$ cat src/sdaf_pkg.sv
// Shared types, constants and helper functions of the signed decimal ASCII formatter.
`default_nettype none

package sdaf_pkg;

  localparam int VALUE_W    = 18;
  localparam int MAG_W      = 17;
  localparam int NUM_DIGITS = 5;
  localparam int DIG_W      = 4;
  localparam int IDX_W      = 3;
  localparam int CHAR_W     = 8;
  localparam int SDATA_W    = 24;
  localparam int MDATA_W    = 8;

  localparam logic [MAG_W-1:0] MAG_LIMIT = 17'd99999;

  // weights of the four leading digits; the units digit is what remains
  localparam logic [MAG_W-1:0] WEIGHTS [0:3] = '{17'd10000, 17'd1000, 17'd100, 17'd10};

  localparam logic FMT_INT  = 1'b0;
  localparam logic FMT_HUND = 1'b1;

  localparam logic [CHAR_W-1:0] CH_ZERO  = 8'h30;
  localparam logic [CHAR_W-1:0] CH_MINUS = 8'h2D;
  localparam logic [CHAR_W-1:0] CH_POINT = 8'h2E;

  localparam logic [IDX_W-1:0] IDX_POINT    = 3'd3;
  localparam logic [IDX_W-1:0] IDX_END_INT  = 3'd4;
  localparam logic [IDX_W-1:0] IDX_END_HUND = 3'd5;

  // one number in flight through the digit pipeline
  typedef struct packed {
    logic                  fmt;
    logic                  neg;
    logic [MAG_W-1:0]      rem;
    logic [3:0][DIG_W-1:0] dig;
  } fstg_t;

  // classified number handed from front to back
  typedef struct packed {
    logic                           fmt;
    logic                           neg;
    logic [NUM_DIGITS-1:0][DIG_W-1:0] dig;
    logic [IDX_W-1:0]               lead;
  } qent_t;

  // decimal digit of n at weight w, n below ten times w
  function automatic logic [DIG_W-1:0] digit_at(input logic [MAG_W-1:0] n,
                                                input logic [MAG_W-1:0] w);
    logic [DIG_W-1:0] d;
    d = '0;
    for (int m = 1; m <= 9; m++) begin
      if (n >= MAG_W'(m) * w) d = DIG_W'(m);
    end
    return d;
  endfunction

endpackage

`default_nettype wire

$ cat src/signed_decimal_ascii_formatter.sv
// Top level of the signed decimal ASCII formatter.
`default_nettype none

// Prints a signed number as decimal ASCII text, one character per output
// request, tlast on the final character. tuser selects the format: 0 plain
// integer, 1 hundredths with a decimal point and two fraction digits. Values
// beyond +/-99999 saturate. The input side takes one request per cycle, unless
// a full queue stalls it, into a six-stage pipeline (input register, magnitude
// with saturation, then one stage for each of the four leading decimal digits,
// the units digit being what remains), followed by a two-entry queue. The
// output side emits one character per cycle while m_tready is high, so a number
// occupies it for 1 to 7 characters (sign, digits, point); that character count
// sets the sustained rate. The first character appears once the number has
// passed the pipeline and the queue and been loaded into the back end.
module signed_decimal_ascii_formatter
  import sdaf_pkg::*;
(
  input  wire logic               clk,
  input  wire logic               rst,
  input  wire logic               s_tvalid,
  output      logic               s_tready,
  input  wire logic [SDATA_W-1:0] s_tdata,   // [17:0] value, [23:18] zero
  input  wire logic               s_tuser,   // [0] req_type
  output      logic               m_tvalid,
  input  wire logic               m_tready,
  output      logic [MDATA_W-1:0] m_tdata,   // [7:0] ascii_char
  output      logic               m_tlast
);

  logic  push;
  logic  push_ready;
  qent_t push_data;
  logic  pop;
  logic  pop_valid;
  qent_t pop_data;

  sdaf_front u_front (
    .clk        (clk),
    .rst        (rst),
    .in_valid   (s_tvalid),
    .in_ready   (s_tready),
    .in_fmt     (s_tuser),
    .in_value   (s_tdata[VALUE_W-1:0]),
    .push       (push),
    .push_ready (push_ready),
    .push_data  (push_data)
  );

  sdaf_queue u_queue (
    .clk        (clk),
    .rst        (rst),
    .push       (push),
    .push_ready (push_ready),
    .push_data  (push_data),
    .pop        (pop),
    .pop_valid  (pop_valid),
    .pop_data   (pop_data)
  );

  sdaf_back u_back (
    .clk       (clk),
    .rst       (rst),
    .q_valid   (pop_valid),
    .q_data    (pop_data),
    .pop       (pop),
    .out_valid (m_tvalid),
    .out_ready (m_tready),
    .out_char  (m_tdata),
    .out_last  (m_tlast)
  );

endmodule

`default_nettype wire

$ cat src/sdaf_front.sv
// Front end: accepts requests, forms the saturated magnitude, extracts digits, classifies.
`default_nettype none

module sdaf_front
  import sdaf_pkg::*;
(
  input  wire logic               clk,
  input  wire logic               rst,
  input  wire logic               in_valid,
  output      logic               in_ready,
  input  wire logic               in_fmt,
  input  wire logic [VALUE_W-1:0] in_value,
  output      logic               push,
  input  wire logic               push_ready,
  output      qent_t              push_data
);

  logic               raw_vld;
  logic               raw_fmt;
  logic [VALUE_W-1:0] raw_val;
  logic [4:0]         dvld;
  fstg_t              dstg [0:4];
  fstg_t              dnext [0:3];
  fstg_t              mag_next;
  logic [VALUE_W-1:0] mag_wide;
  logic               advance;

  // whole pipeline moves together; it stalls only when its tail cannot leave
  assign advance  = !dvld[4] || push_ready;
  assign in_ready = advance;
  assign push     = dvld[4] && push_ready;

  always_comb begin
    mag_wide         = raw_val[VALUE_W-1] ? (~raw_val + 1'b1) : raw_val;
    mag_next.fmt     = raw_fmt;
    mag_next.neg     = raw_val[VALUE_W-1];
    mag_next.dig     = '0;
    if (mag_wide > {1'b0, MAG_LIMIT}) begin
      mag_next.rem = MAG_LIMIT;
    end else begin
      mag_next.rem = mag_wide[MAG_W-1:0];
    end
  end

  always_comb begin
    for (int k = 0; k < 4; k++) begin
      logic [DIG_W-1:0] d;
      d            = digit_at(dstg[k].rem, WEIGHTS[k]);
      dnext[k]     = dstg[k];
      dnext[k].dig[k] = d;
      dnext[k].rem = dstg[k].rem - MAG_W'(d) * WEIGHTS[k];
    end
  end

  always_ff @(posedge clk) begin
    if (rst) begin
      raw_vld <= 1'b0;
      dvld    <= '0;
    end else if (advance) begin
      raw_vld <= in_valid;
      dvld    <= {dvld[3:0], raw_vld};
    end
  end

  always_ff @(posedge clk) begin
    if (advance) begin
      raw_fmt <= in_fmt;
      raw_val <= in_value;
      dstg[0] <= mag_next;
      for (int k = 0; k < 4; k++) begin
        dstg[k+1] <= dnext[k];
      end
    end
  end

  // classify: where the shown digits start
  always_comb begin
    push_data.fmt    = dstg[4].fmt;
    push_data.neg    = dstg[4].neg;
    push_data.dig[3:0] = dstg[4].dig;
    push_data.dig[4] = dstg[4].rem[DIG_W-1:0];
    priority if (dstg[4].dig[0] != '0) begin
      push_data.lead = 3'd0;
    end else if (dstg[4].dig[1] != '0) begin
      push_data.lead = 3'd1;
    end else if (dstg[4].fmt == FMT_HUND) begin
      push_data.lead = 3'd2;
    end else if (dstg[4].dig[2] != '0) begin
      push_data.lead = 3'd2;
    end else if (dstg[4].dig[3] != '0) begin
      push_data.lead = 3'd3;
    end else begin
      push_data.lead = 3'd4;
    end
  end

endmodule

`default_nettype wire

$ cat src/sdaf_queue.sv
// Two-entry queue between the front and back ends.
`default_nettype none

module sdaf_queue
  import sdaf_pkg::*;
(
  input  wire logic  clk,
  input  wire logic  rst,
  input  wire logic  push,
  output      logic  push_ready,
  input  wire qent_t push_data,
  input  wire logic  pop,
  output      logic  pop_valid,
  output      qent_t pop_data
);

  qent_t      entry [0:1];
  logic       wr_ptr;
  logic       rd_ptr;
  logic [1:0] count;

  assign push_ready = (count != 2'd2);
  assign pop_valid  = (count != 2'd0);
  assign pop_data   = entry[rd_ptr];

  always_ff @(posedge clk) begin
    if (rst) begin
      wr_ptr <= 1'b0;
      rd_ptr <= 1'b0;
      count  <= '0;
    end else begin
      if (push) wr_ptr <= ~wr_ptr;
      if (pop)  rd_ptr <= ~rd_ptr;
      unique case ({push, pop})
        2'b10:   count <= count + 2'd1;
        2'b01:   count <= count - 2'd1;
        default: count <= count;
      endcase
    end
  end

  always_ff @(posedge clk) begin
    if (push) entry[wr_ptr] <= push_data;
  end

endmodule

`default_nettype wire

$ cat src/sdaf_back.sv
// Back end: walks one classified number out as ASCII characters, one per cycle while the output is ready.
`default_nettype none

module sdaf_back
  import sdaf_pkg::*;
(
  input  wire logic                clk,
  input  wire logic                rst,
  input  wire logic                q_valid,
  input  wire qent_t               q_data,
  output      logic                pop,
  output      logic                out_valid,
  input  wire logic                out_ready,
  output      logic [CHAR_W-1:0]   out_char,
  output      logic                out_last
);

  qent_t            cur;
  logic             busy;
  logic             sign_pend;
  logic [IDX_W-1:0] idx;
  logic [IDX_W-1:0] idx_end;
  logic [IDX_W-1:0] dsel;
  logic             take;

  assign idx_end   = (cur.fmt == FMT_HUND) ? IDX_END_HUND : IDX_END_INT;
  assign out_valid = busy;
  assign out_last  = !sign_pend && (idx == idx_end);
  assign take      = out_valid && out_ready;
  assign pop       = q_valid && (!busy || (take && out_last));

  // fraction digits sit one place beyond the point
  assign dsel = (cur.fmt == FMT_HUND && idx > IDX_POINT) ? idx - 3'd1 : idx;

  always_comb begin
    priority if (sign_pend) begin
      out_char = CH_MINUS;
    end else if (cur.fmt == FMT_HUND && idx == IDX_POINT) begin
      out_char = CH_POINT;
    end else begin
      out_char = CH_ZERO + {4'b0, cur.dig[dsel]};
    end
  end

  always_ff @(posedge clk) begin
    if (rst) begin
      busy      <= 1'b0;
      sign_pend <= 1'b0;
      idx       <= '0;
    end else if (pop) begin
      busy      <= 1'b1;
      sign_pend <= q_data.neg;
      idx       <= q_data.lead;
    end else if (take) begin
      if (out_last) begin
        busy <= 1'b0;
      end else if (sign_pend) begin
        sign_pend <= 1'b0;
      end else begin
        idx <= idx + 3'd1;
      end
    end
  end

  always_ff @(posedge clk) begin
    if (pop) cur <= q_data;
  end

`ifndef ASSERT_OFF
  a_idx_bound: assert property (@(posedge clk) disable iff (rst)
    busy |-> (idx <= idx_end))
    else $error("character index beyond end of number");

  a_sign_not_last: assert property (@(posedge clk) disable iff (rst)
    (out_valid && out_char == CH_MINUS) |-> !out_last)
    else $error("sign emitted as final character");

  a_drain_idle: assert property (@(posedge clk) disable iff (rst)
    (take && out_last && !q_valid) |=> !out_valid)
    else $error("output still valid after final character with empty queue");

  a_sign_holds_idx: assert property (@(posedge clk) disable iff (rst)
    (busy && $past(busy) && sign_pend && !$past(pop)) |-> $stable(idx))
    else $error("index moved while sign pending");
`endif

endmodule

`default_nettype wire
$ cat config.mk
export PLATFORM = sky130hd
export DESIGN_NAME = signed_decimal_ascii_formatter
export DESIGN_NICKNAME = d
export VERILOG_FILES = /design/src/sdaf_pkg.sv /design/src/signed_decimal_ascii_formatter.sv /design/src/sdaf_front.sv /design/src/sdaf_queue.sv /design/src/sdaf_back.sv
export SDC_FILE = /design/constraint.sdc
export NUM_CORES = 1
export LEC_CHECK = 0
export ABC_AREA = 0
export BUFFER_PORTS_ARGS = -buffer_cell sky130_fd_sc_hd__buf_2
export CORE_MARGIN = 1.5
export CORE_UTILIZATION = 65
export DETAILED_ROUTE_END_ITERATION = 8
export PLACE_DENSITY_LB_ADDON = 0.3
export SLEW_MARGIN = 0
export SYNTH_ARGS = -nofsm -noshare
export SYNTH_HDL_FRONTEND = slang
export SYNTH_SLANG_ARGS = --single-unit
export TNS_END_PERCENT = 5
$ cat constraint.sdc
create_clock -name clk -period 14.4 [get_ports clk]
set_input_delay 0.72 -clock clk [delete_from_list [all_inputs] [get_ports clk]]
set_output_delay 0.72 -clock clk [all_outputs]
set_load 0.05 [all_outputs]
[Word-level counts from Yosys, hierarchy flattened]
Memories as Yosys holds them, arrays and structs flattened. A register that Yosys moved wholly into a read port is not among the register bits.
Index checks and enable logic that the tools add are counted.
Word-level totals
  register bits after elaboration: 55
  latch bits: 0
  bits in writable memories: 225
  ROM bits: 0
  input port bits: 29
  memories: 2
Operators by class
  add/sub/neg operators: 10
  $mul: 4
  div/mod/pow operators: 0
  magnitude comparators: 39
  eq/ne operators: 7
  shift operators: 0
  muxes and demuxes: 66
  bitwise gates (word level): 3
  reductions and logical operators: 23
Memory list
  u_front.dstg: words 5, width 35, rd ports 5, clocked after Yosys merged registers in 0, write ports 5, RTL line sdaf_front.sv:22  | fstg_t dstg [0:4];
  u_queue.entry: words 2, width 25, rd ports 1, clocked after Yosys merged registers in 1, write ports 1, RTL line sdaf_queue.sv:17  | qent_t entry [0:1];
Operator list (count)
  >= comparator 17 x 10 -> 1 bit (second input constant): 5
  2-to-1 mux 3 bit: 26
  >= comparator 17 x 13 -> 1 bit (second input constant): 4
  >= comparator 17 x 7 -> 1 bit (second input constant): 4
  >= comparator 17 x 16 -> 1 bit (second input constant): 3
  >= comparator 17 bit (second input constant): 3
  >= comparator 17 x 6 -> 1 bit (second input constant): 3
  >= comparator 17 x 9 -> 1 bit (second input constant): 3
  2-to-1 mux 4 bit: 9
  >= comparator 17 x 12 -> 1 bit (second input constant): 2
  >= comparator 17 x 14 -> 1 bit (second input constant): 2
  >= comparator 17 x 15 -> 1 bit (second input constant): 2
  >= comparator 17 x 5 -> 1 bit (second input constant): 2
  adder 18 x 1 -> 18 bit (second input constant): 1
  > comparator 18 x 17 -> 1 bit (second input constant): 1
  2-to-1 mux 18 bit: 1
  NOT 18 bit: 1
  >= comparator 17 x 11 -> 1 bit (second input constant): 1
  >= comparator 17 x 4 -> 1 bit (second input constant): 1
  >= comparator 17 x 8 -> 1 bit (second input constant): 1
  2-to-1 mux 1 bit: 17
  2-to-1 mux 17 bit: 1
  subtractor 17 x 11 -> 17 bit: 1
  subtractor 17 x 14 -> 17 bit: 1
  30 further kinds: 57

[Longest topological paths before layout]
Gate-level depths: netlist (run 1).
An unclocked memory read counts as a cell.
  depth in word-level cells: 13
  gate-level depth with buffers: 25
  depth with buffers taken out: 23

[By module]
Synthesis (run 1) repeated with hierarchy kept, for this count alone.
Unflattened totals
  cell total of the unflattened synthesis: 1045
  area total of the unflattened synthesis: 12384.4 µm²
Modules (own cells, without submodules)
  sdaf_front: times used 1, cells each 816, area each 8937.3 µm², sequential area each 4354.2 µm²
  sdaf_queue: times used 1, cells each 100, area each 2003.2 µm², sequential area each 1601.5 µm²
  sdaf_back: times used 1, cells each 129, area each 1443.9 µm², sequential area each 730.7 µm²

[Worst setup path before layout (run 1)]
No wires, ideal clock.
  path kind: register -> register
  from: mem u_front.dstg[0][61] (netlist name)
  to: mem u_front.dstg[0][102] (netlist name), data pin
  library setup time: 0.135 ns
  data arrival time: 5.572 ns
  path slack: 8.693 ns
  cell stages (with the launch flop): 20
  clock period less this slack: 5.707 ns
  cell sequence: edfxtp_1 > clkbuf_1 > nand3_1 > o31ai_1 > nor2_1 > fa_1 > inv_1 > fa_1 > inv_1 > ha_1 > a21oi_1 > o21bai_1 > a21oi_1 > o21ai_0 > xnor2_1 > ha_1 > a21o_1 > or4_1 > or3_1 > nand3_1
RTL lines (RTL line)
  from (decl): sdaf_front.sv:22

==> results.md, run 1 <==
- Result of the run: finished, final reports clean
- Final core utilization: between 70% and 80%
- Kind of cell adding the most delay to the critical path: simple AND/OR/NAND/NOR gates
- Post-synth EDFFs: roughly 210
- Count of final setup violators: 0
- Via-to-Cell Ratio: ~6
- Final critical-path required period: about 5800 ps
- Sum of buffers and inverters on the critical path: 3
- Synth warnings: 0
- Maximum count of clock buffers along a single path: 3
- Setup repair after global routing missed its margin: no
- Source-to-sink clock delay at the later pin of the worst-skew pair: slightly above 500 ps
- Clock Pin Slew Worst Setup and Hold Paths: about 60 ps
- Setup ws final: about 8600 ps
- Summed instance area of the synthesized netlist: around 12,000 um2
- Clock Sink Count: 228
- Worst-case vdd ir drop: about 0.24 mV
- Crit end category: flop
- Crit path launch type: flop
- Worst setup timing slack at the placement stage: 8650 ps
- Remaining DRCs: 0
- Final worst clock skew: approximately 11 ps
- Number of levels the H-tree was split into: 1
- Clock root cell: sky130_fd_sc_hd__clkbuf_16
- Footprint of the multi-input gates: 5200 um2
- Tightest hold margin: roughly 380 ps
- Count of fill cells added during filler insertion: 1,299
- Worst-path cell chain: or3_1 > nor2_1 > o31ai_1 > buf_4 > nor2_1 > fa_1 > inv_1 > fa_1 > inv_1 > ha_1 > a21oi_1 > o21bai_1 > a21oi_1 > o21ai_0 > xnor2_1 > ha_1 > a21o_1 > or4_1 > or3_1 > nand3_1
- Nets: 1,176
- Detail Route Antenna Nets: 0
- Dominant combinational cell family by area after synthesis: compound AO/OA/AOI/OAI gates
- Setup TNS: 0 ps
- Area fraction in and, or, nand and nor cells after synthesis: between 10% and 20%
- Port-buffer cells: 30
- Synthesized-area fraction occupied by adder cells: roughly a tenth
- Synthesis-to-layout area growth: 8.97%
- Core box area: between 15,000 and 20,000 um2
- Fraction of synthesized area in multiplexers: 3.85%
- Die boundary height: between 100 and 150 um
- Number of hold violations in the final report: 0
- Antenna violations before repair: 0
- Number of ports placed on the die boundary: 40
- First-pass iteration count of the detailed router: 6
- Proportion of layout cells with a drive suffix above 1: between 10% and 20%
- Fin. max-slew vios: 0
- Largest net degree at the start of global routing: 77
- GR Util All Layers: between 20% and 30%
- Post-synthesis sequential area ratio: 54.3%
- Longest individual stage delay on the worst path: roughly 600 ps
- Total area of sequential cells: 6690 um2
- Mean routed wirelength per cell: roughly 16 um
- PostCTS Resize Cnt: 0
- Synthesized-area fraction occupied by xor and xnor cells: 4.20%
- Final standard cell count with taps included and fillers excluded: 1,312
- Required time at the worst-slack endpoint: ~15,000 ps
- Largest fanout of any net on the critical path: 11
- Drt first-iter violations: 549
- HPWL after DPL: about 15,000 um
- Most used DFF post-synth: sky130_fd_sc_hd__edfxtp_1
- Initial standard-cell utilization of the core: between 60 and 70%
- Post-synthesis compound-gate area fraction: 12.7%
- Cells after Synth: 1,035
- Cell with the largest stage delay on the worst path: sky130_fd_sc_hd__fa_1
- Non-Filler Cell Area, Final: 13,400 um2
- Critical path class: reg2reg
- Max-slew headroom at the worst pin: a little under a quarter
- Cts bufs inserted: 24
- Number of post-CTS setup repair buffers: 0
- TritonCTS clock tree: built
- Placed cell area: around 13,000 um2
- Total of max-cap violations: 0
- Number of storage elements in the synthesis netlist: approximately 230
- Hold bufs inserted after CTS: 0
- Row count: 50
- Power Dens Cells: approximately 230 nW/um2
- Number of diodes added for antenna fixing: 0
- Synth async-reset ratio: 0%
- Power after layout: 3.06 mW
- Routed wire length: 21,300 um
- CP Data Arrival Time: just over 6000 ps
- Final Cycle Share: between 40% and 50%
- Cell leakage power: 5.11 nW
- Global placement routability congestion: between 0.8 and 0.9
- Count of cell types in the netlist: 71
- Per-instance average area after synthesis: between 10 and 15 um2
- Actual slew at the worst max-slew pin: between 1000 and 1500 ps
- Number of global-route vias before repair: 7,413
- Fmax: approximately 170 MHz
- Overall die width: 141 um
- First-pass GRT wire length: ~35,000 um
- Number of vias in the routed layout: roughly 7,900
- Min-delay worst type: in2reg
- Number of placed instances with taps included: 1,268
- Gr ovfl total: 0
- Area enclosed by the die boundary: just under 20,000 um2
[synthesized netlist by cell type (12+ instances only)]
cell,number,share of area [%]
sky130_fd_sc_hd__a211oi_1,12,0.73
sky130_fd_sc_hd__a21o_1,17,1.0
sky130_fd_sc_hd__a21oi_1,58,2.4
sky130_fd_sc_hd__a31oi_1,12,0.61
sky130_fd_sc_hd__clkbuf_1,29,0.88
sky130_fd_sc_hd__dfxtp_1,16,2.6
sky130_fd_sc_hd__edfxtp_1,212,52
sky130_fd_sc_hd__fa_1,15,2.4
sky130_fd_sc_hd__ha_1,72,7.3
sky130_fd_sc_hd__inv_1,67,2.0
sky130_fd_sc_hd__mux2_2,27,2.5
sky130_fd_sc_hd__mux2i_1,17,1.4
sky130_fd_sc_hd__nand2_1,49,1.5
sky130_fd_sc_hd__nand2b_1,13,0.66
sky130_fd_sc_hd__nand3_1,23,0.94
sky130_fd_sc_hd__nor2_1,78,2.4
sky130_fd_sc_hd__nor3_1,28,1.1
sky130_fd_sc_hd__nor4_1,19,0.97
sky130_fd_sc_hd__o21a_1,14,0.85
sky130_fd_sc_hd__o21ai_0,43,1.7
sky130_fd_sc_hd__xnor2_1,31,2.2
sky130_fd_sc_hd__xor2_1,28,2.0
[flip-flops by register name, summed over array words and instances, names as in the netlist, 2 cells and up, named ones only]
name	cells
u_back.cur	21
u_back.idx	3
u_front.dstg	122
u_front.dvld	5
u_front.raw_val	18
u_queue.count	2
u_queue.entry	50
[logic make-up after synthesis]
kind of cell               after synthesis
AOI/OAI and AO/OA                      229
xor gates and xnor gates                59
adders and majority gates               88
buffers and inverters                  105
DFF                                    228
muxes                                   44
other                                    2
and+or+nand+nor                        280
[per-layer routing]
layer	vias up	part of all wire, %	GRT usage, %
li1	3906	-	-
met5	-	0	0
met3	43	4.6	2.65
met4	0	2.5	6.63
met1	3720	44	28.8
met2	199	48	38.2
[final cells by class]
cell class | instances | share of cell area (%)
repair buffers | 36 | 1.46
clock buffers | 32 | 4.70
flip-flops and latches | 228 | 49.9
multi-input cells | 703 | 38.8
clock inverters | 12 | 1.10
well taps | 234 | 2.18
inverters | 67 | 1.88
[placed cells by master, fill, tap and decap left out, types with 11 or more instances in the layout]
| cell type | n |
|---|---|
| sky130_fd_sc_hd__a211oi_1 | 12 |
| sky130_fd_sc_hd__a21o_1 | 17 |
| sky130_fd_sc_hd__a21oi_1 | 58 |
| sky130_fd_sc_hd__a31oi_1 | 12 |
| sky130_fd_sc_hd__buf_2 | 30 |
| sky130_fd_sc_hd__clkbuf_16 | 24 |
| sky130_fd_sc_hd__dfxtp_1 | 16 |
| sky130_fd_sc_hd__edfxtp_1 | 212 |
| sky130_fd_sc_hd__fa_1 | 15 |
| sky130_fd_sc_hd__ha_1 | 72 |
| sky130_fd_sc_hd__inv_1 | 67 |
| sky130_fd_sc_hd__mux2_2 | 27 |
| sky130_fd_sc_hd__mux2i_1 | 17 |
| sky130_fd_sc_hd__nand2_1 | 49 |
| sky130_fd_sc_hd__nand2b_1 | 13 |
| sky130_fd_sc_hd__nand3_1 | 23 |
| sky130_fd_sc_hd__nor2_1 | 77 |
| sky130_fd_sc_hd__nor2b_1 | 11 |
| sky130_fd_sc_hd__nor3_1 | 28 |
| sky130_fd_sc_hd__nor4_1 | 19 |
| sky130_fd_sc_hd__o21a_1 | 14 |
| sky130_fd_sc_hd__o21ai_0 | 43 |
| sky130_fd_sc_hd__o31ai_1 | 11 |
| sky130_fd_sc_hd__or2_2 | 11 |
| sky130_fd_sc_hd__xnor2_1 | 31 |
| sky130_fd_sc_hd__xor2_1 | 28 |
[worst register-to-register path: stages (launching register included)]
cell                       delay (ps)
sky130_fd_sc_hd__edfxtp_1         520
sky130_fd_sc_hd__or3_1            490
sky130_fd_sc_hd__nor2_1           200
sky130_fd_sc_hd__o31ai_1          100
sky130_fd_sc_hd__buf_4            190
sky130_fd_sc_hd__nor2_1           490
sky130_fd_sc_hd__fa_1             610
sky130_fd_sc_hd__inv_1            110
sky130_fd_sc_hd__fa_1             410
sky130_fd_sc_hd__inv_1             70
sky130_fd_sc_hd__ha_1             260
sky130_fd_sc_hd__a21oi_1          210
sky130_fd_sc_hd__o21bai_1          80
sky130_fd_sc_hd__a21oi_1          220
sky130_fd_sc_hd__o21ai_0          140
sky130_fd_sc_hd__xnor2_1          150
sky130_fd_sc_hd__ha_1             360
sky130_fd_sc_hd__a21o_1           250
sky130_fd_sc_hd__or4_1            400
sky130_fd_sc_hd__or3_1            310
sky130_fd_sc_hd__nand3_1           90
[where the power goes]
group          switching [mW]  internal [mW]  total [mW]
Sequential              0.148          0.935        1.08
Combinational           0.764          0.608        1.37
Clock                   0.239          0.362       0.602
Total                    1.15           1.91        3.06
[final timing paths]
| path | start | end | slack (ps) | cells after the start |
|---|---|---|---|---|
| max reg2reg | u_front.dstg[0][65] | u_front.dstg[0][102] | 8590 | 20 |
| min reg2reg | u_front.dstg[0][71] | u_front.dstg[0][106] | 410 | 0 |
| min | s_tdata[13] | u_front.raw_val[13] | 380 | 1 |
| max | u_front.dstg[0][65] | u_front.dstg[0][102] | 8590 | 20 |
Note: power is estimated with default switching activity, not from simulation.
==> run 2: changes to the inputs <==
--- a/config.mk
+++ b/config.mk
@@ -5,10 +5,10 @@
 export SDC_FILE = /design/constraint.sdc
 export NUM_CORES = 1
 export LEC_CHECK = 0
-export ABC_AREA = 0
+export ABC_AREA = 1
 export BUFFER_PORTS_ARGS = -buffer_cell sky130_fd_sc_hd__buf_2
 export CORE_MARGIN = 1.5
-export CORE_UTILIZATION = 65
+export CORE_UTILIZATION = 57
 export DETAILED_ROUTE_END_ITERATION = 8
 export PLACE_DENSITY_LB_ADDON = 0.3
 export SLEW_MARGIN = 0
==> constraint.sdc (replaced) <==
create_clock -name clk -period 4.7 [get_ports clk]
set_input_delay 0.235 -clock clk [delete_from_list [all_inputs] [get_ports clk]]
set_output_delay 0.235 -clock clk [all_outputs]
set_load 0.05 [all_outputs]
==> run 2 against run 1 <==
Effect of this change: combinational power rose to 4.0 times the previous value; synthesized cell count rose by 18%; critical path type unchanged; synthesized area rose by 0.78%; non-clock buffer count rose by 76; die area rose by 15%; highest routed layer unchanged; cell count rose by 25%; total power rose to 3.5 times the previous value.
==> results.md, run 2 <==
- First-pass iteration count of the detailed router: 6 (unchanged)
- Proportion of layout cells with a drive suffix above 1: 16.2% (was 10.9%)
- Global placement routability congestion: 0.877 (was 0.849)
- Power after layout: 10.6 mW (was 3.06 mW)
- Initial standard-cell utilization of the core: 58.6% (was 66.0%)
- Worst path most repeated cell: sky130_fd_sc_hd__a21oi_1
- Most frequent cells in the layout: 249 x sky130_fd_sc_hd__nand2_1, 212 x sky130_fd_sc_hd__edfxtp_1, 152 x sky130_fd_sc_hd__inv_1, 94 x sky130_fd_sc_hd__nor2_1, 76 x sky130_fd_sc_hd__a21oi_1 (was 212 x sky130_fd_sc_hd__edfxtp_1, 77 x sky130_fd_sc_hd__nor2_1, 72 x sky130_fd_sc_hd__ha_1, 67 x sky130_fd_sc_hd__inv_1, 58 x sky130_fd_sc_hd__a21oi_1)
- Source-to-sink clock delay at the later pin of the worst-skew pair: 510 ps (about the same)
- Mean routed wirelength per cell: 14.2 um (was 16.3 um)
- Die boundary height: 150 um (was 141 um)
- Leading cell type in the layout, fill and taps excluded: sky130_fd_sc_hd__nand2_1 (was sky130_fd_sc_hd__edfxtp_1)
- Fmax: 213 MHz (was 172 MHz)
- Cells after Synth: 1,222 (was 1,035)
- Number of placed instances with taps included: 1,567 (was 1,268)
- Worst-path cell chain: nor2_2 > nand2_2 > nor2_4 > inv_4 > a311oi_2 > buf_4 > nand2_4 > a21oi_4 > fa_1 > buf_4 > fa_1 > ha_4 > a21oi_1 > o21ai_1 > xnor2_1 > ha_1 > a21oi_1 > o21ai_0 > a21oi_1 > o21ai_1 > nand2_1 > nand2_1 > xor2_1 (was or3_1 > nor2_1 > o31ai_1 > buf_4 > nor2_1 > fa_1 > inv_1 > fa_1 > inv_1 > ha_1 > a21oi_1 > o21bai_1 > a21oi_1 > o21ai_0 > xnor2_1 > ha_1 > a21o_1 > or4_1 > or3_1 > nand3_1)
- P_int: 6.54 mW (was 1.91 mW)
- Total of max-cap violations: 0 (unchanged)
- Nets: 1,466 (was 1,176)
- Worst-case vdd ir drop: 0.603 mV (was 0.242 mV)
- First-pass GRT wire length: 38,400 um (was 34,800 um)
- Synth async-reset ratio: 0% (unchanged)
- Clock root cell: sky130_fd_sc_hd__clkbuf_16 (unchanged)
- Cts bufs inserted: 24 (unchanged)
- Largest cells by area after synthesis: sky130_fd_sc_hd__edfxtp_1 51%, sky130_fd_sc_hd__nand2_1 7.7%, sky130_fd_sc_hd__ha_1 7.3%, sky130_fd_sc_hd__inv_1 4.7%, sky130_fd_sc_hd__a21oi_1 3.4% (was sky130_fd_sc_hd__edfxtp_1 52%, sky130_fd_sc_hd__ha_1 7.3%, sky130_fd_sc_hd__dfxtp_1 2.6%, sky130_fd_sc_hd__mux2_2 2.5%, sky130_fd_sc_hd__fa_1 2.4%)
- Longest individual stage delay on the worst path: 550 ps (was 600 ps)
- Number of storage elements in the synthesis netlist: 228 (unchanged)
- Number of vias in the routed layout: 8,767 (was 7,868)
- Share of Yosys cell area claimed by the top area cell type: 51.3% (was 51.7%)
- HPWL after DPL: 16,600 um (was 14,800 um)
- Part of the total power dissipated in sequential elements: 30.4% (was 35.4%)
- Number of ports placed on the die boundary: 40 (unchanged)
- Final worst clock skew: 8.44 ps (was 11.4 ps)
- Area enclosed by the die boundary: 22,600 um2 (was 19,800 um2)
- Number of levels the H-tree was split into: 1 (unchanged)
- Switching pwr: 4.09 mW (was 1.15 mW)
- Most common cell in the synthesized netlist: sky130_fd_sc_hd__nand2_1 (was sky130_fd_sc_hd__edfxtp_1)
- Row count: 53 (was 50)
- Required time at the worst-slack endpoint: 4960 ps (was 14,780 ps)
- Kind of cell adding the most delay to the critical path: adder cells (was simple AND/OR/NAND/NOR gates)
- Footprint of the multi-input gates: 5230 um2 (was 5200 um2)
- Share of power burned in combinational logic: 51.6% (was 44.9%)
- Fraction of power spent switching nets: 38.5% (was 37.7%)
- Number of hold violations in the final report: 0 (unchanged)
- Drt first-iter violations: 499 (was 549)
- Number of global-route vias before repair: 8,422 (was 7,413)
- Min-delay worst type: in2reg (unchanged)
- Post-synthesis sequential area ratio: 53.9% (was 54.3%)
- Worst setup timing slack at the placement stage: -201 ps (was 8650 ps)
- CP Data Arrival Time: 4950 ps (was 6180 ps)
- TritonCTS clock tree: built (unchanged)
- Port-buffer cells: 30 (unchanged)
- Antenna violations before repair: 0 (unchanged)
- Routed wire length: 23,300 um (was 21,300 um)
- Post-synth EDFFs: 212 (unchanged)
- Via-to-Cell Ratio: 5.34 (was 6.00)
- Per-instance average area after synthesis: 10.1 um2 (was 11.9 um2)
- Cell leakage power: 6.11 nW (was 5.11 nW)
- Setup ws final: 14.8 ps (was 8590 ps)
- Synthesis-to-layout area growth: 16.7% (was 8.97%)
- Register name with the most flops: u_front.dstg (unchanged)
- Summed instance area of the synthesized netlist: 12,400 um2 (was 12,300 um2)
- Core box area: 21,200 um2 (was 18,600 um2)
- Cell with the largest stage delay on the worst path: sky130_fd_sc_hd__fa_1 (unchanged)
- Final standard cell count with taps included and fillers excluded: 1,643 (was 1,312)
- Actual slew at the worst max-slew pin: 1190 ps (was 1140 ps)
- Final Cycle Share: 99.7% (was 40.3%)
- Max-slew headroom at the worst pin: 20.6% (was 23.9%)
- Total area of sequential cells: 6690 um2 (unchanged)
- Synth warnings: 0 (unchanged)
- Flip-flop count of the largest register after layout: 122 (unchanged)
- Leading post-synthesis cells by instance count: 254 x sky130_fd_sc_hd__nand2_1, 212 x sky130_fd_sc_hd__edfxtp_1, 155 x sky130_fd_sc_hd__inv_1 (was 212 x sky130_fd_sc_hd__edfxtp_1, 78 x sky130_fd_sc_hd__nor2_1, 72 x sky130_fd_sc_hd__ha_1)
- Final critical-path required period: 4690 ps (was 5810 ps)
- Number of diodes added for antenna fixing: 0 (unchanged)
- Count of fill cells added during filler insertion: 1,581 (was 1,299)
- Largest fanout of any net on the critical path: 5 (was 11)
- Tightest hold margin: 101 ps (was 383 ps)
- Non-Filler Cell Area, Final: 14,500 um2 (was 13,400 um2)
- Count of final setup violators: 0 (unchanged)
- Count of cell types in the netlist: 50 (was 71)
- Largest net degree at the start of global routing: 75 (was 77)
- Clock Sink Count: 228 (unchanged)
- Detail Route Antenna Nets: 0 (unchanged)
- Largest area contributor in the netlist: sky130_fd_sc_hd__edfxtp_1 (unchanged)
- Overall die width: 150 um (was 141 um)
- Result of the run: finished, final reports clean (unchanged)
- Gr ovfl total: 0 (unchanged)
- Sum of buffers and inverters on the critical path: 3 (unchanged)
- Clock power share: 18.0% (was 19.7%)
- Fin. max-slew vios: 0 (unchanged)
- Most used DFF post-synth: sky130_fd_sc_hd__edfxtp_1 (unchanged)
- Top Registers: u_front.dstg (122), u_queue.entry (50), u_back.cur (21) (unchanged)
- Critical path class: reg2reg (unchanged)
- Crit path launch type: flop (unchanged)
- Setup repair after global routing missed its margin: yes (was no)
- Remaining DRCs: 0 (unchanged)
- Power Dens Cells: 735 nW/um2 (was 228 nW/um2)
- Crit end category: flop (unchanged)
- Maximum count of clock buffers along a single path: 3 (unchanged)
- Placed cell area: 13,200 um2 (was 12,600 um2)
- Clock Pin Slew Worst Setup and Hold Paths: 60 ps (about the same)
- GR Util All Layers: 21.1% (was 21.8%)
[run 2: cell types whose count changed after synthesis, sizes merged, moves of 23 or more]
cell / before / now
clkbuf: 29 / 6
inv: 67 / 157
nor2: 78 / 120
nand3: 23 / 66
a21oi: 58 / 83
nand2: 49 / 260
[run 2: routing by layer]
layer / share of wire, % / GRT usage (%) / vias to the layer above
li1: - / - / 4421
met1: 42 / 26.1 / 4101
met2: 50 / 37.9 / 198
met3: 4.2 / 3.12 / 47
met4: 2.9 / 6.76 / 0
met5: 0 / 0 / -
[run 2: layout make-up]
| type | count | area share (%) |
|---|---|---|
| Sequential cell | 228 | 46.2 |
| Multi-Input combinational cell | 827 | 36.1 |
| Timing Repair Buffer | 112 | 5.64 |
| Clock buffer | 26 | 4.20 |
| Inverter | 157 | 4.09 |
| Tap cell | 275 | 2.38 |
| Clock inverter | 18 | 1.39 |
[run 2: timing repair]
action / in CTS / in global routing
resized for setup: 14 / 23
buffers inserted: 5 / 7
hold endpoints to repair: 20 / 0
hold buffers: 20 / 0
pin swaps: 10 / 23
setup endpoints to repair: 5 / 9
[run 2: power groups by stage]
| stage | Clock [mW] | Sequential [mW] | Combinational (mW) |
|---|---|---|---|
| 2_1_floorplan | 0 | 3.18 | 3.52 |
| 3_3_place_gp | 0 | 3.25 | 4.80 |
| 3_5_place_dp | 0 | 3.27 | 4.93 |
| 4_1_cts | 1.96 | 3.23 | 5.18 |
| 5_1_grt | 2.04 | 3.28 | 6.12 |
| 6_report | 1.91 | 3.24 | 5.49 |
[run 2: final timing paths]
kind,startpoint,cells after the start,end,slack [ps]
min,rst,2,flop,100
min reg2reg,u_front.dstg[0][52],0,u_front.dstg[0][87],410
max reg2reg,u_front.dstg[0][67],23,u_front.dstg[0][101],10
max,u_front.dstg[0][67],23,u_front.dstg[0][101],10
[run 2: kinds of logic (layout without fill, tap and decap cells)]
kind of cell	after synthesis	count (layout)	share of synthesized area (%)
simple gates	500	500	17.9
mux	24	24	2.17
compound gates	154	154	6.84
other cells	2	3	0.0606
buf+inv	168	313	5.24
xor+xnor	59	59	4.17
fa+ha+maj	87	87	9.69
flops	228	228	53.9
[run 2: per-stage QoR]
step / setup TNS [ps] / utilization [%]
5_1_grt: -1070 / 68.4
2_1_floorplan: -724 / -
4_1_cts: 0 / 67.8
6_report: 0 / 68.4
3_3_place_gp: -252 / 62.5
3_5_place_dp: -653 / 62.5
==> run 3: changes to the inputs <==
==> constraint.sdc (replaced) <==
create_clock -name clk -period 4.7 [get_ports clk]
set_input_delay 0.47 -clock clk [delete_from_list [all_inputs] [get_ports clk]]
set_output_delay 0.47 -clock clk [all_outputs]
set_load 0.05 [all_outputs]
==> run 3 against run 2 <==
Effect of this change: combinational power shrank 1%; hold slack gained 27 ps; first-iteration DRC count shrank 14%; register-to-register slack gained 50 ps; largest cell class unchanged; largest power group unchanged.
==> results.md, run 3 (synthesis gave the netlist of run 2 again) <==
- First-pass GRT wire length: 37,700 um (was 38,400 um)
- Min-delay worst type: in2reg (unchanged)
- Setup ws final: 64.5 ps (was 14.8 ps)
- Mean routed wirelength per cell: 14.0 um (was 14.2 um)
- Clock Pin Slew Worst Setup and Hold Paths: 60 ps (about the same)
- HPWL after DPL: 16,100 um (was 16,600 um)
- Worst-case vdd ir drop: 0.590 mV (was 0.603 mV)
- Via-to-Cell Ratio: 5.28 (was 5.34)
- Drt first-iter violations: 428 (was 499)
- Detail Route Antenna Nets: 0 (unchanged)
- Gr ovfl total: 0 (unchanged)
- Largest fanout of any net on the critical path: 5 (unchanged)
- Kind of cell adding the most delay to the critical path: adder cells (unchanged)
- Final Cycle Share: 98.6% (was 99.7%)
- Hold bufs inserted after CTS: 0 (was 20)
- Actual slew at the worst max-slew pin: 1200 ps (was 1190 ps)
- Power after layout: 10.7 mW (was 10.6 mW)
- Largest net degree at the start of global routing: 74 (was 75)
- Core box area: 21,200 um2 (unchanged)
- Power Dens Cells: 748 nW/um2 (was 735 nW/um2)
- Source-to-sink clock delay at the later pin of the worst-skew pair: 520 ps (was 510 ps)
- Reg2reg path depth: 27 (was 23)
- Port-buffer cells: 30 (unchanged)
- Worst setup timing slack at the placement stage: -234 ps (was -201 ps)
- Count of fill cells added during filler insertion: 1,571 (was 1,581)
- Final worst clock skew: 19.8 ps (was 8.44 ps)
- Leading cell type in the layout, fill and taps excluded: sky130_fd_sc_hd__nand2_1 (unchanged)
- Number of hold violations in the final report: 0 (unchanged)
- Area enclosed by the die boundary: 22,600 um2 (unchanged)
- Tightest hold margin: 128 ps (was 101 ps)
- Top Registers: u_front.dstg (122), u_queue.entry (50), u_back.cur (21) (unchanged)
- Max-slew headroom at the worst pin: 19.7% (was 20.6%)
- Maximum count of clock buffers along a single path: 3 (unchanged)
- Remaining DRCs: 0 (unchanged)
- TritonCTS clock tree: built (unchanged)
- Fin. max-slew vios: 0 (unchanged)
- Most frequent cells in the layout: 252 x sky130_fd_sc_hd__nand2_1, 212 x sky130_fd_sc_hd__edfxtp_1, 153 x sky130_fd_sc_hd__inv_1, 93 x sky130_fd_sc_hd__nor2_1, 74 x sky130_fd_sc_hd__a21oi_1 (was 249 x sky130_fd_sc_hd__nand2_1, 212 x sky130_fd_sc_hd__edfxtp_1, 152 x sky130_fd_sc_hd__inv_1, 94 x sky130_fd_sc_hd__nor2_1, 76 x sky130_fd_sc_hd__a21oi_1)
- Setup slack, reg-to-reg: 60 ps (was 10 ps)
- Cell depth of the worst min-delay path: 1 (was 2)
- Crit end category: flop (unchanged)
- Synthesis-to-layout area growth: 15.0% (was 16.7%)
- Register name with the most flops: u_front.dstg (unchanged)
- Cell leakage power: 6.02 nW (was 6.11 nW)
- Number of levels the H-tree was split into: 1 (unchanged)
- Cell with the largest stage delay on the worst path: sky130_fd_sc_hd__fa_1 (unchanged)
- Reg-to-reg startpoint: u_front.dstg[0][66] (was u_front.dstg[0][67])
- Sum of buffers and inverters on the critical path: 4 (was 3)
- Final critical-path required period: 4640 ps (was 4690 ps)
- Row count: 53 (unchanged)
- Number of vias in the routed layout: 8,542 (was 8,767)
- First-pass iteration count of the detailed router: 5 (was 6)
- Number of ports placed on the die boundary: 40 (unchanged)
- Proportion of layout cells with a drive suffix above 1: 16.2% (about the same)
- Final core utilization: 67.4% (was 68.4%)
- GR Util All Layers: 20.7% (was 21.1%)
- Global placement routability congestion: 0.870 (was 0.877)
- CP Data Arrival Time: 4900 ps (was 4950 ps)
- Antenna violations before repair: 0 (unchanged)
- Number of global-route vias before repair: 8,294 (was 8,422)
- Routed wire length: 22,600 um (was 23,300 um)
- Total of max-cap violations: 0 (unchanged)
- Flip-flop count of the largest register after layout: 122 (unchanged)
- Worst path most repeated cell: sky130_fd_sc_hd__nand2_1 (was sky130_fd_sc_hd__a21oi_1)
- Required time at the worst-slack endpoint: 4960 ps (about the same)
- Destination of the worst hold path: u_front.raw_val[7]
- Cts bufs inserted: 24 (unchanged)
- Clock root cell: sky130_fd_sc_hd__clkbuf_16 (unchanged)
- Initial standard-cell utilization of the core: 58.6% (unchanged)
- Clock Sink Count: 228 (unchanged)
- Nets: 1,441 (was 1,466)
- Hold path startpoint: s_tdata[7] (was rst)
- Result of the run: finished, final reports clean (unchanged)
- Setup repair after global routing missed its margin: yes (unchanged)
- Number of diodes added for antenna fixing: 0 (unchanged)
- Longest individual stage delay on the worst path: 460 ps (was 550 ps)
- Fmax: 216 MHz (was 213 MHz)
- Crit path launch type: flop (unchanged)
- Die boundary height: 150 um (unchanged)
- Overall die width: 150 um (unchanged)
- Count of final setup violators: 0 (unchanged)
- Critical path class: reg2reg (unchanged)
- Endpoint of the worst-slack reg-to-reg timing path: u_front.dstg[0][102] (was u_front.dstg[0][101])
-- run 3: cell types whose count changed in the layout (fill, tap and decap cells not counted), sizes merged, moves of 2 or more --
cell,delta
buf,-5
clkbuf,-2
clkinv,-2
clkinvlp,+2
dlygate4sd3,-20
-- run 3: report_power, final --
part / switching (mW) / internal (mW) / leakage [nW]
sequential: 0.304 / 2.93 / 2.24
clock: 0.786 / 1.22 / 0.415
combinational: 3.02 / 2.41 / 3.36
-- run 3: worst max path at each step --
stage                                       to                 from  cells past startpoint  slack, ps
after global placement    u_front.dstg[0][102]  u_front.dstg[0][66]                     25       -180
after detailed placement  u_front.dstg[0][102]  u_front.dstg[0][66]                     25       -230
after CTS                 u_front.dstg[0][102]  u_front.dstg[0][67]                     27        -40
final                     u_front.dstg[0][102]  u_front.dstg[0][66]                     27         60
after floorplan           u_front.dstg[0][102]  u_front.dstg[0][66]                     26       -300
after global routing      u_front.dstg[0][102]  u_front.dstg[0][66]                     27       -210
-- run 3: cell type report --
| type | instances | area, um2 | area share (%) |
|---|---|---|---|
| inverters | 157 | 589 | 4.13 |
| clock inverters | 20 | 254 | 1.78 |
| flip-flops and latches | 228 | 6690 | 46.9 |
| repair buffers | 87 | 578 | 4.06 |
| well taps | 275 | 344 | 2.41 |
| multi-input cells | 827 | 5200 | 36.5 |
| clock buffers | 24 | 601 | 4.21 |
-- run 3: per-stage QoR --
step           area [um2]  setup TNS, ps  instances
2_1_floorplan       12400           -724       1223
3_3_place_gp        13300           -416       1571
3_5_place_dp        13300           -737       1571
4_1_cts             14200          -40.8       1616
5_1_grt             14300           -738       1618
6_report            14300              0       1618
-- run 3: repair_timing --
action | in CTS | in global routing
resized for setup | 12 | 22
gates cloned | 0 | 0
endpoints found under the setup margin | 5 | 15
buffers inserted | 1 | 2
pin swaps | 10 | 15
-- run 3: worst reg2reg max path, stage by stage, from the launching register on --
cell and delay [ps]:
sky130_fd_sc_hd__edfxtp_1 400, sky130_fd_sc_hd__nor2_2 140, sky130_fd_sc_hd__nand2_1 80, sky130_fd_sc_hd__nor2_2 150, sky130_fd_sc_hd__inv_2 90, sky130_fd_sc_hd__a311oi_2 190, sky130_fd_sc_hd__buf_4 160, sky130_fd_sc_hd__nand2_1 60
sky130_fd_sc_hd__a21oi_2 160, sky130_fd_sc_hd__fa_1 460, sky130_fd_sc_hd__inv_1 90, sky130_fd_sc_hd__fa_1 420, sky130_fd_sc_hd__inv_2 80, sky130_fd_sc_hd__ha_4 200, sky130_fd_sc_hd__a21oi_1 130, sky130_fd_sc_hd__nand2_1 90
sky130_fd_sc_hd__a21o_1 170, sky130_fd_sc_hd__a21oi_2 160, sky130_fd_sc_hd__xor2_1 180, sky130_fd_sc_hd__ha_1 300, sky130_fd_sc_hd__nand2_2 90, sky130_fd_sc_hd__nor2_1 50, sky130_fd_sc_hd__nand3_1 90, sky130_fd_sc_hd__o2111ai_2 110
sky130_fd_sc_hd__nand3_1 110, sky130_fd_sc_hd__nand2_2 70, sky130_fd_sc_hd__o21ai_1 120, sky130_fd_sc_hd__o21ai_1 70
-- run 3: metal layers --
layer	share of wire (%)	global-route usage (%)	wire length [um]	up-vias
li1	-	-	-	4368
met1	43	25.2	9800	3961
met2	50	37.2	11300	163
met4	3.5	7.99	782	0
met3	3.5	2.94	784	50
met5	0	0	0	-
